==> src/assert_macros.svh <==
// Assertion macros, used by abs_pct_error_statistics_top.
// Clocked on clk; APES_ASSERT is disabled while rst_n is low, APES_ASSERT_ALWAYS is not. Empty when SYNTH is defined.
`ifndef ASSERT_MACROS_SVH
`define ASSERT_MACROS_SVH

`ifndef SYNTH
`define APES_ASSERT(lbl, prop, msg) \
  lbl: assert property (@(posedge clk) disable iff (!rst_n) prop) else $error(msg);
`define APES_ASSERT_ALWAYS(lbl, prop, msg) \
  lbl: assert property (@(posedge clk) prop) else $error(msg);
`else
`define APES_ASSERT(lbl, prop, msg)
`define APES_ASSERT_ALWAYS(lbl, prop, msg)
`endif

`endif

==> src/apes_pkg.sv <==
// Package for the error-statistics monitor: field widths, limits,
// sequencer states and divider operation codes. No dependencies.
package apes_pkg;

  localparam int VAL_W     = 18;
  localparam int PCT_W     = 32;
  localparam int TRIALS_W  = 32;
  localparam int ABS_SUM_W = 50;
  localparam int PCT_SUM_W = 64;
  localparam int DVD_W     = 64;

  localparam int QW_PCT    = 31;
  localparam int QW_ABS    = 18;
  localparam int QCNT_W    = 5;

  localparam logic [PCT_W-1:0] RATIO_MAX = 32'h7FFF_FFFF;

  typedef enum logic [2:0] {
    S_IDLE,
    S_LOAD,
    S_DIV,
    S_POST,
    S_STATS,
    S_PSUM,
    S_DONE
  } apes_state_t;

  typedef enum logic [1:0] {
    OP_RATIO,
    OP_MABS,
    OP_MPCT
  } apes_op_t;

endpackage

==> src/apes_if.sv <==
// Item channels of the error-statistics monitor: request in, statistics out.
// Depends on apes_pkg.
interface apes_in_if import apes_pkg::*; ();
  logic                    valid;
  logic                    ready;
  logic                    req_type;
  logic signed [VAL_W-1:0] correct_value;
  logic signed [VAL_W-1:0] measured_value;

  modport source (output valid, req_type, correct_value, measured_value, input ready);
  modport sink   (input valid, req_type, correct_value, measured_value, output ready);
endinterface

interface apes_out_if import apes_pkg::*; ();
  logic                    valid;
  logic                    ready;
  logic [TRIALS_W-1:0]     trials;
  logic [VAL_W-1:0]        mean_abs_err;
  logic [VAL_W-1:0]        max_abs_err;
  logic [VAL_W-1:0]        min_abs_err;
  logic signed [PCT_W-1:0] mean_pct_err;
  logic signed [PCT_W-1:0] max_pct_err;
  logic signed [PCT_W-1:0] min_pct_err;
  logic                    zero_ref;

  modport source (output valid, trials, mean_abs_err, max_abs_err, min_abs_err,
                  mean_pct_err, max_pct_err, min_pct_err, zero_ref, input ready);
  modport sink   (input valid, trials, mean_abs_err, max_abs_err, min_abs_err,
                  mean_pct_err, max_pct_err, min_pct_err, zero_ref, output ready);
endinterface

==> src/abs_pct_error_statistics_top.sv <==
// Error-statistics monitor top level. Depends on apes_pkg, apes_if, assert_macros.svh.
// Update item: three divisions on one shared restoring divider (one quotient bit per cycle;
//   quotients of 31, 18 and 31 bits). A zero reference skips the ratio division; a division
//   whose quotient would saturate skips its steps. A clear skips the divisions and goes
//   straight to the result.
// One item in flight; the next item is accepted while the result waits in the output register.
// Reset (rst_n, synchronous, active low) zeroes all statistics and empties the output.
`include "assert_macros.svh"

module abs_pct_error_statistics_top
  import apes_pkg::*;
#(
  parameter int FRAC_BITS  = 16,
  parameter int COUNT_BITS = 32
) (
  input  logic       clk,
  input  logic       rst_n,
  apes_in_if.sink    in_ch,
  apes_out_if.source out_ch
);

  localparam int DVR_W = (COUNT_BITS > VAL_W) ? COUNT_BITS : VAL_W;
  localparam int RW    = DVR_W + 1;
  localparam int TRW   = (COUNT_BITS > TRIALS_W) ? COUNT_BITS : TRIALS_W + 1;

  apes_state_t state_r, state_nxt;

  // control
  logic in_ready;
  logic in_acc;
  logic out_load;

  // datapath registers
  apes_op_t                 op_r;
  logic [VAL_W-1:0]         err_r;
  logic [VAL_W-1:0]         den_r;
  logic                     neg_r;
  logic                     zref_r;
  logic signed [PCT_W-1:0]  pct_r;
  logic [QCNT_W-1:0]        cnt_r;
  logic [RW-1:0]            rem_r;
  logic [DVD_W-1:0]         dvd_r;
  logic [QW_PCT-1:0]        q_r;
  logic                     sum_en_r;

  // statistics
  logic [COUNT_BITS-1:0]       count_r;
  logic [ABS_SUM_W-1:0]        abs_sum_r;
  logic signed [PCT_SUM_W-1:0] pct_sum_r;
  logic [VAL_W-1:0]            abs_max_r, abs_min_r;
  logic signed [PCT_W-1:0]     pct_max_r, pct_min_r;
  logic [VAL_W-1:0]            mean_abs_r;
  logic signed [PCT_W-1:0]     mean_pct_r;

  // output register
  logic                    out_valid_r;
  logic [TRIALS_W-1:0]     o_trials_r;
  logic [VAL_W-1:0]        o_mean_abs_r, o_max_abs_r, o_min_abs_r;
  logic signed [PCT_W-1:0] o_mean_pct_r, o_max_pct_r, o_min_pct_r;
  logic                    o_zref_r;

  // input side
  logic signed [VAL_W:0] diff_in;
  logic [VAL_W:0]        diff_abs;
  logic [VAL_W-1:0]      err_in;
  logic [VAL_W-1:0]      den_in;

  assign diff_in  = {in_ch.correct_value[VAL_W-1], in_ch.correct_value}
                  - {in_ch.measured_value[VAL_W-1], in_ch.measured_value};
  assign diff_abs = diff_in[VAL_W] ? (~diff_in + 1'b1) : diff_in;
  assign err_in   = diff_abs[VAL_W-1:0];
  assign den_in   = in_ch.correct_value[VAL_W-1] ? (~in_ch.correct_value + 1'b1)
                                                 : in_ch.correct_value;

  // divider operand selection
  logic [DVD_W-1:0] pct_mag;
  logic [DVD_W-1:0] dividend;
  logic [DVD_W-1:0] dvd_hi;
  logic [DVD_W-1:0] dvd_load;
  logic [DVR_W-1:0] divisor;
  logic [QCNT_W-1:0] q_bits;
  logic [QW_PCT-1:0] q_sat;
  logic              div_sat;

  assign pct_mag = pct_sum_r[PCT_SUM_W-1] ? (~pct_sum_r + 1'b1) : pct_sum_r;

  always_comb begin
    dividend = '0;
    divisor  = '0;
    dvd_hi   = '0;
    dvd_load = '0;
    q_bits   = QCNT_W'(QW_PCT);
    q_sat    = '1;
    unique case (op_r)
      OP_RATIO: begin
        dividend = DVD_W'(err_r) << FRAC_BITS;
        divisor  = DVR_W'(den_r);
        dvd_hi   = dividend >> QW_PCT;
        dvd_load = dividend << (DVD_W - QW_PCT);
        q_bits   = QCNT_W'(QW_PCT);
        q_sat    = '1;
      end
      OP_MABS: begin
        dividend = DVD_W'(abs_sum_r);
        divisor  = DVR_W'(count_r);
        dvd_hi   = dividend >> QW_ABS;
        dvd_load = dividend << (DVD_W - QW_ABS);
        q_bits   = QCNT_W'(QW_ABS);
        q_sat    = QW_PCT'({QW_ABS{1'b1}});
      end
      OP_MPCT: begin
        dividend = pct_mag;
        divisor  = DVR_W'(count_r);
        dvd_hi   = dividend >> QW_PCT;
        dvd_load = dividend << (DVD_W - QW_PCT);
        q_bits   = QCNT_W'(QW_PCT);
        q_sat    = '1;
      end
      default: begin
        dividend = '0;
      end
    endcase
  end

  assign div_sat = dvd_hi >= DVD_W'(divisor);

  // one restoring step
  logic [RW-1:0] rem_sh;
  logic [RW-1:0] rem_sub;
  logic          q_bit;

  assign rem_sh  = {rem_r[RW-2:0], dvd_r[DVD_W-1]};
  assign q_bit   = rem_sh >= RW'(divisor);
  assign rem_sub = rem_sh - RW'(divisor);

  logic signed [PCT_W-1:0] q_pos;
  assign q_pos = signed'(PCT_W'(q_r));

  // accumulators
  logic                        first;
  logic                        cnt_full;
  logic [ABS_SUM_W:0]          abs_add;
  logic signed [PCT_SUM_W:0]   pct_add;

  assign first    = count_r == '0;
  assign cnt_full = count_r == '1;
  assign abs_add  = {1'b0, abs_sum_r} + (ABS_SUM_W + 1)'(err_r);
  assign pct_add  = {pct_sum_r[PCT_SUM_W-1], pct_sum_r}
                  + {{(PCT_SUM_W + 1 - PCT_W){pct_r[PCT_W-1]}}, pct_r};

  logic [TRW-1:0]      count_ext;
  logic [TRIALS_W-1:0] trials_sat;
  assign count_ext  = TRW'(count_r);
  assign trials_sat = (count_ext > TRW'({TRIALS_W{1'b1}})) ? '1 : count_ext[TRIALS_W-1:0];

  // control outputs
  always_comb begin
    in_ready = state_r == S_IDLE;
    in_acc   = in_ready && in_ch.valid;
    out_load = (state_r == S_DONE) && (!out_valid_r || out_ch.ready);
  end

  // next state
  always_comb begin
    state_nxt = state_r;
    unique case (state_r)
      S_IDLE: begin
        if (in_ch.valid) begin
          if (in_ch.req_type)
            state_nxt = S_DONE;
          else if (in_ch.correct_value == '0)
            state_nxt = S_STATS;
          else
            state_nxt = S_LOAD;
        end
      end
      S_LOAD: state_nxt = div_sat ? S_POST : S_DIV;
      S_DIV:  if (cnt_r == QCNT_W'(1)) state_nxt = S_POST;
      S_POST: begin
        unique case (op_r)
          OP_RATIO: state_nxt = S_STATS;
          OP_MABS:  state_nxt = S_LOAD;
          default:  state_nxt = S_DONE;
        endcase
      end
      S_STATS: state_nxt = S_PSUM;
      S_PSUM:  state_nxt = S_LOAD;
      S_DONE:  if (out_load) state_nxt = S_IDLE;
      default: state_nxt = S_IDLE;
    endcase
  end

  // control and statistics registers
  always_ff @(posedge clk) begin
    if (!rst_n) begin
      state_r     <= S_IDLE;
      out_valid_r <= 1'b0;
      count_r     <= '0;
      abs_sum_r   <= '0;
      pct_sum_r   <= '0;
      abs_max_r   <= '0;
      abs_min_r   <= '0;
      pct_max_r   <= '0;
      pct_min_r   <= '0;
      mean_abs_r  <= '0;
      mean_pct_r  <= '0;
    end else begin
      state_r <= state_nxt;
      if (out_load)
        out_valid_r <= 1'b1;
      else if (out_ch.ready)
        out_valid_r <= 1'b0;

      if (in_acc && in_ch.req_type) begin
        count_r    <= '0;
        abs_sum_r  <= '0;
        pct_sum_r  <= '0;
        abs_max_r  <= '0;
        abs_min_r  <= '0;
        pct_max_r  <= '0;
        pct_min_r  <= '0;
        mean_abs_r <= '0;
        mean_pct_r <= '0;
      end

      if (state_r == S_STATS) begin
        if (first || err_r > abs_max_r) abs_max_r <= err_r;
        if (first || err_r < abs_min_r) abs_min_r <= err_r;
        if (first || pct_r > pct_max_r) pct_max_r <= pct_r;
        if (first || pct_r < pct_min_r) pct_min_r <= pct_r;
        if (!cnt_full)
          abs_sum_r <= abs_add[ABS_SUM_W] ? '1 : abs_add[ABS_SUM_W-1:0];
      end

      if (state_r == S_PSUM && sum_en_r) begin
        count_r <= count_r + 1'b1;
        if (pct_add[PCT_SUM_W] != pct_add[PCT_SUM_W-1])
          pct_sum_r <= pct_add[PCT_SUM_W] ? {1'b1, {(PCT_SUM_W-1){1'b0}}}
                                          : {1'b0, {(PCT_SUM_W-1){1'b1}}};
        else
          pct_sum_r <= pct_add[PCT_SUM_W-1:0];
      end

      if (state_r == S_POST) begin
        unique case (op_r)
          OP_MABS: mean_abs_r <= q_r[VAL_W-1:0];
          OP_MPCT: mean_pct_r <= pct_sum_r[PCT_SUM_W-1] ? -q_pos : q_pos;
          default: ;
        endcase
      end
    end
  end

  // datapath and output payload registers
  always_ff @(posedge clk) begin
    if (in_acc) begin
      err_r  <= err_in;
      den_r  <= den_in;
      neg_r  <= in_ch.correct_value[VAL_W-1];
      zref_r <= !in_ch.req_type && (in_ch.correct_value == '0);
      op_r   <= OP_RATIO;
      pct_r  <= signed'(RATIO_MAX);
    end

    unique case (state_r)
      S_LOAD: begin
        rem_r <= RW'(dvd_hi);
        dvd_r <= dvd_load;
        cnt_r <= q_bits;
        q_r   <= q_sat;
      end
      S_DIV: begin
        rem_r <= q_bit ? rem_sub : rem_sh;
        dvd_r <= dvd_r << 1;
        cnt_r <= cnt_r - 1'b1;
        q_r   <= {q_r[QW_PCT-2:0], q_bit};
      end
      S_POST: begin
        unique case (op_r)
          OP_RATIO: pct_r <= neg_r ? -q_pos : q_pos;
          OP_MABS:  op_r  <= OP_MPCT;
          default:  ;
        endcase
      end
      S_STATS: sum_en_r <= !cnt_full;
      S_PSUM:  op_r     <= OP_MABS;
      default: ;
    endcase

    if (out_load) begin
      o_trials_r   <= trials_sat;
      o_mean_abs_r <= mean_abs_r;
      o_max_abs_r  <= first ? '0 : abs_max_r;
      o_min_abs_r  <= first ? '0 : abs_min_r;
      o_mean_pct_r <= mean_pct_r;
      o_max_pct_r  <= first ? '0 : pct_max_r;
      o_min_pct_r  <= first ? '0 : pct_min_r;
      o_zref_r     <= zref_r;
    end
  end

  assign in_ch.ready         = in_ready;
  assign out_ch.valid        = out_valid_r;
  assign out_ch.trials       = o_trials_r;
  assign out_ch.mean_abs_err = o_mean_abs_r;
  assign out_ch.max_abs_err  = o_max_abs_r;
  assign out_ch.min_abs_err  = o_min_abs_r;
  assign out_ch.mean_pct_err = o_mean_pct_r;
  assign out_ch.max_pct_err  = o_max_pct_r;
  assign out_ch.min_pct_err  = o_min_pct_r;
  assign out_ch.zero_ref     = o_zref_r;

  `APES_ASSERT(a_clear_zeroes_count, in_acc && in_ch.req_type |=> count_r == '0, "clear left count")
  `APES_ASSERT(a_div_count_live, state_r == S_DIV |-> cnt_r != '0, "divider step count ran out")
  `APES_ASSERT(a_mean_below_max, out_valid_r |-> o_mean_abs_r <= o_max_abs_r, "mean above max")
  `APES_ASSERT_ALWAYS(a_reset_idle, !rst_n |=> state_r == S_IDLE && !out_valid_r, "not idle after reset")

endmodule
==> src/flat_wrapper.sv <==
// flat-port wrapper written by rule: the top's interface ports become plain ports
module abs_pct_error_statistics_top_flat import apes_pkg::*;
#(
  parameter int FRAC_BITS  = 16,
  parameter int COUNT_BITS = 32
)
  (clk, rst_n, in_ch_valid, in_ch_req_type, in_ch_correct_value, in_ch_measured_value, in_ch_ready, out_ch_valid, out_ch_trials, out_ch_mean_abs_err, out_ch_max_abs_err, out_ch_min_abs_err, out_ch_mean_pct_err, out_ch_max_pct_err, out_ch_min_pct_err, out_ch_zero_ref, out_ch_ready);
  apes_in_if in_ch_i ();
  apes_out_if out_ch_i ();
  input  logic clk;
  input  logic rst_n;
  input wire logic [$bits(in_ch_i.valid)-1:0] in_ch_valid;
  input wire logic [$bits(in_ch_i.req_type)-1:0] in_ch_req_type;
  input wire logic [$bits(in_ch_i.correct_value)-1:0] in_ch_correct_value;
  input wire logic [$bits(in_ch_i.measured_value)-1:0] in_ch_measured_value;
  output wire logic [$bits(in_ch_i.ready)-1:0] in_ch_ready;
  output wire logic [$bits(out_ch_i.valid)-1:0] out_ch_valid;
  output wire logic [$bits(out_ch_i.trials)-1:0] out_ch_trials;
  output wire logic [$bits(out_ch_i.mean_abs_err)-1:0] out_ch_mean_abs_err;
  output wire logic [$bits(out_ch_i.max_abs_err)-1:0] out_ch_max_abs_err;
  output wire logic [$bits(out_ch_i.min_abs_err)-1:0] out_ch_min_abs_err;
  output wire logic [$bits(out_ch_i.mean_pct_err)-1:0] out_ch_mean_pct_err;
  output wire logic [$bits(out_ch_i.max_pct_err)-1:0] out_ch_max_pct_err;
  output wire logic [$bits(out_ch_i.min_pct_err)-1:0] out_ch_min_pct_err;
  output wire logic [$bits(out_ch_i.zero_ref)-1:0] out_ch_zero_ref;
  input wire logic [$bits(out_ch_i.ready)-1:0] out_ch_ready;
  assign in_ch_i.valid = in_ch_valid;
  assign in_ch_i.req_type = in_ch_req_type;
  assign in_ch_i.correct_value = in_ch_correct_value;
  assign in_ch_i.measured_value = in_ch_measured_value;
  assign in_ch_ready = in_ch_i.ready;
  assign out_ch_valid = out_ch_i.valid;
  assign out_ch_trials = out_ch_i.trials;
  assign out_ch_mean_abs_err = out_ch_i.mean_abs_err;
  assign out_ch_max_abs_err = out_ch_i.max_abs_err;
  assign out_ch_min_abs_err = out_ch_i.min_abs_err;
  assign out_ch_mean_pct_err = out_ch_i.mean_pct_err;
  assign out_ch_max_pct_err = out_ch_i.max_pct_err;
  assign out_ch_min_pct_err = out_ch_i.min_pct_err;
  assign out_ch_zero_ref = out_ch_i.zero_ref;
  assign out_ch_i.ready = out_ch_ready;
  abs_pct_error_statistics_top #(.FRAC_BITS(FRAC_BITS), .COUNT_BITS(COUNT_BITS)) u_core (.clk(clk), .rst_n(rst_n), .in_ch(in_ch_i), .out_ch(out_ch_i));
endmodule
==> config.mk <==
export PLATFORM = sky130hd
export DESIGN_NAME = abs_pct_error_statistics_top_flat
export DESIGN_NICKNAME = d
export VERILOG_FILES = /design/src/apes_pkg.sv /design/src/apes_if.sv /design/src/abs_pct_error_statistics_top.sv /design/src/flat_wrapper.sv
export VERILOG_INCLUDE_DIRS = /design/src /design/src/src
export SDC_FILE = /design/constraint.sdc
export NUM_CORES = 2
export LEC_CHECK = 0
export BUFFER_PORTS_ARGS = -buffer_cell sky130_fd_sc_hd__buf_2
export CORE_MARGIN = 2
export CORE_UTILIZATION = 45
export CTS_CLUSTER_DIAMETER = 30
export DETAILED_ROUTE_END_ITERATION = 10
export PLACE_DENSITY_LB_ADDON = 0.12
export SYNTH_ARGS = -nofsm -noshare
export SYNTH_HDL_FRONTEND = slang
export SYNTH_SLANG_ARGS = --single-unit
export TNS_END_PERCENT = 20
==> constraint.sdc <==
create_clock -name clk -period 27.2 [get_ports clk]
set_input_delay 4.08 -clock clk [delete_from_list [all_inputs] [get_ports clk]]
set_output_delay 4.08 -clock clk [all_outputs]
set_load 0.02 [all_outputs]
==> run metrics <==
# setup viols final 0; Ys Warns 0; Critical Path AT 7570 ps; worst vdd ir 0.0000761 V; initial antenna violation count 1; area fraction in compound gates after synthesis 19.5%; Total GRT Usage 25.2%; Critical path destination u_core.err_r[17]; power per cell area 113 nW/um^2; clk_skew 44.2 ps; CTS Hold Bufs 0; layout cells sized above 1 13.2%; fillers 7664; Most used DFF post-synth dfxtp_1; top post-synthesis cells by count nand2_1 (419), nor2_1 (376), dfxtp_1 (334); Final Hold Fails 0; total CTS buffers 152; max FFs per register 64; most common cell in the netlist nand2_1; RSZ-0062 raised after global routing false; H-tree depth 4; final worst slack 20100 ps; I/O pin count 226; R2R setup slack 21110 ps; Crit. End Element flip-flop; R2R depth 19; largest area contributor in the netlist edfxtp_1; Initial Util 45.5%; GP Congestion 0.931; EDFF count, synth 321; post-synthesis sequential area ratio 42.7%; mapped cell area 38200 sq um; fin crit period 7100 ps; Mapped Cells 4217; Syn Area/Cell 9.07 sq um; cts repair resizes 0; largest registers u_core.pct_sum_r x64, u_core.abs_sum_r x50; clk sinks 655; Post-Syn Nets 4537; Top reg by flops u_core.pct_sum_r; crit path max fanout 4; dpl cells 5394; WP data required 27670 ps; Via density 5.61; final worst path period share 26.1%; final core utilization 54.6%; CP startpoint kind input port; r2r endpoint u_core.rem_r[12]; leak pwr 17.9 nW; clk buf depth 3; Antenna Nets Post-Route 0; I/O Buffers 225; Max-cap violations 0; fraction of registers with async set/reset 0%; Fmax achieved 0.141 GHz; FF+latch count, synth 655; Multi-input gate area 20400 sq um; TNS Setup 0 ps; Yosys top cell area share 25.2%; largest net degree at the start of global routing 111; Worst Setup SP in_ch_correct_value[0]; grt total ovfl 0; dominant cells by area after synthesis edfxtp_1 (25%), dfxtp_1 (17%), ha_1 (9.0%); Die Area 87300 sq um; main combinational cell family by area after synthesis compound AO/OA/AOI/OAI gates; class of the worst hold path flip-flop to flip-flop; Slew @ Worst Pin 1070 ps; post-synthesis simple-gate area fraction 17.6%; mux contribution to synthesized area 0.579%; Max Slew Vio Count 0; Iter 0 DRT Violations 2576; via count 31845; Root Buffer clkbuf_16; status completed; Clock Latency Late Sink 740 ps; R2R Path Start u_core.op_r[0]; Register Area 16300 sq um; Die W 295 um; Synth cell types 85; Chip Height 295 um; DP Worst Slack 19430 ps; drt pass-1 iters 7; Slew HR 28.6%; postcts setup bufs 0; routed len/inst 19.5 um; CTS tree done; first-pass GRT wire length 173000 um; clock transition at the registers of the reported paths 50 ps; n_diodes 0; Synth-to-Final Area Change 19.8%; drc violations 0; Synth Area in XOR/XNOR 6.25%; row count 106; worst setup path category input port to flip-flop; Core Area 84000 sq um; wirelength, routed 111000 um; vias in the first global route 30279; fin nets 4734; Synth Area in Adders 9.21%; Cell Count, Final, Fillers Out 5680; post-DP HPWL 78400 um
==> logic make-up (layout without fill, tap and decap cells) <==
kind of cell    after synthesis  count (layout)
compound gates             1160            1160
buf+inv                     415             744
flops                       655             655
mux                          22              22
xor+xnor                    272             272
simple gates               1414            1414
fa+ha+maj                   279             279
==> how the worst min path moves through the flow <==
stage	end	cells past startpoint	startpoint
finish	u_core.out_ch.mean_abs_err[3]	0	u_core.mean_abs_r[3]
global placement	u_core.out_ch.mean_abs_err[3]	0	u_core.mean_abs_r[3]
floorplan	u_core.out_ch.zero_ref	0	u_core.zref_r
global route	u_core.out_ch.mean_pct_err[16]	0	u_core.mean_pct_r[16]
CTS	u_core.out_ch.mean_pct_err[16]	0	u_core.mean_pct_r[16]
detailed placement	u_core.out_ch.mean_pct_err[12]	0	u_core.mean_pct_r[12]
==> cell usage in the layout (no fill, tap or decap), drive strengths merged, types with 47 or more instances in the layout <==
cell,count
nand3,105
nor2,376
a21o,97
nor2b,116
a22o,50
inv,197
xnor2,148
a22oi,74
nand2b,56
edfxtp,321
nand4,50
xor2,124
a21oi,270
nor3,87
clkbuf,192
a21boi,47
buf,275
o21ai,326
ha,275
dfxtp,334
nand2,420
==> worst max-delay path, stage by stage <==
cell	delay (ps)
buf_2	110
inv_1	90
ha_1	170
inv_1	50
fa_1	400
a21o_1	200
a21oi_1	320
o21bai_1	110
a211oi_1	280
o21bai_1	220
nand4_1	180
nor3_1	350
and4b_1	300
nand2_1	90
nor3b_1	310
a31oi_1	160
xnor2_1	150
==> layout make-up <==
cell class	instances	share of cell area (%)
tap	1134	3.10
inverter	183	1.50
multi-input combinational	3147	44.6
timing repair buffer	275	3.28
clock buffer	192	9.26
clock inverter	94	2.61
sequential	655	35.6
==> per-layer routing <==
metal	up-vias	part of all wire [%]	wire length [um]	GRT usage, %
li1	15670	-	-	-
met1	15174	47	51500	35.2
met2	845	45	49900	39.5
met3	156	6.0	6580	4.89
met4	0	2.4	2650	7.76
met5	-	0	0	0
==> per-stage QoR <==
stage | area, sq um | total power (W) | hold slack (ps)
detailed placement | 40400 | 0.00325 | 417
global route | 45800 | 0.00548 | 444
global placement | 40400 | 0.00324 | 412
floorplan | 38200 | 0.00274 | 400
CTS | 45800 | 0.00518 | 428
finish | 45800 | 0.00516 | 424
==> where the power goes <==
group | total [W] | switching, W | internal [W]
logic | 0.00177 | 0.00112 | 0.000651
registers | 0.00149 | 0.000203 | 0.00129
clock network | 0.00190 | 0.000604 | 0.00130
total | 0.00516 | 0.00193 | 0.00324
Note: power is estimated with default switching activity, not from simulation.
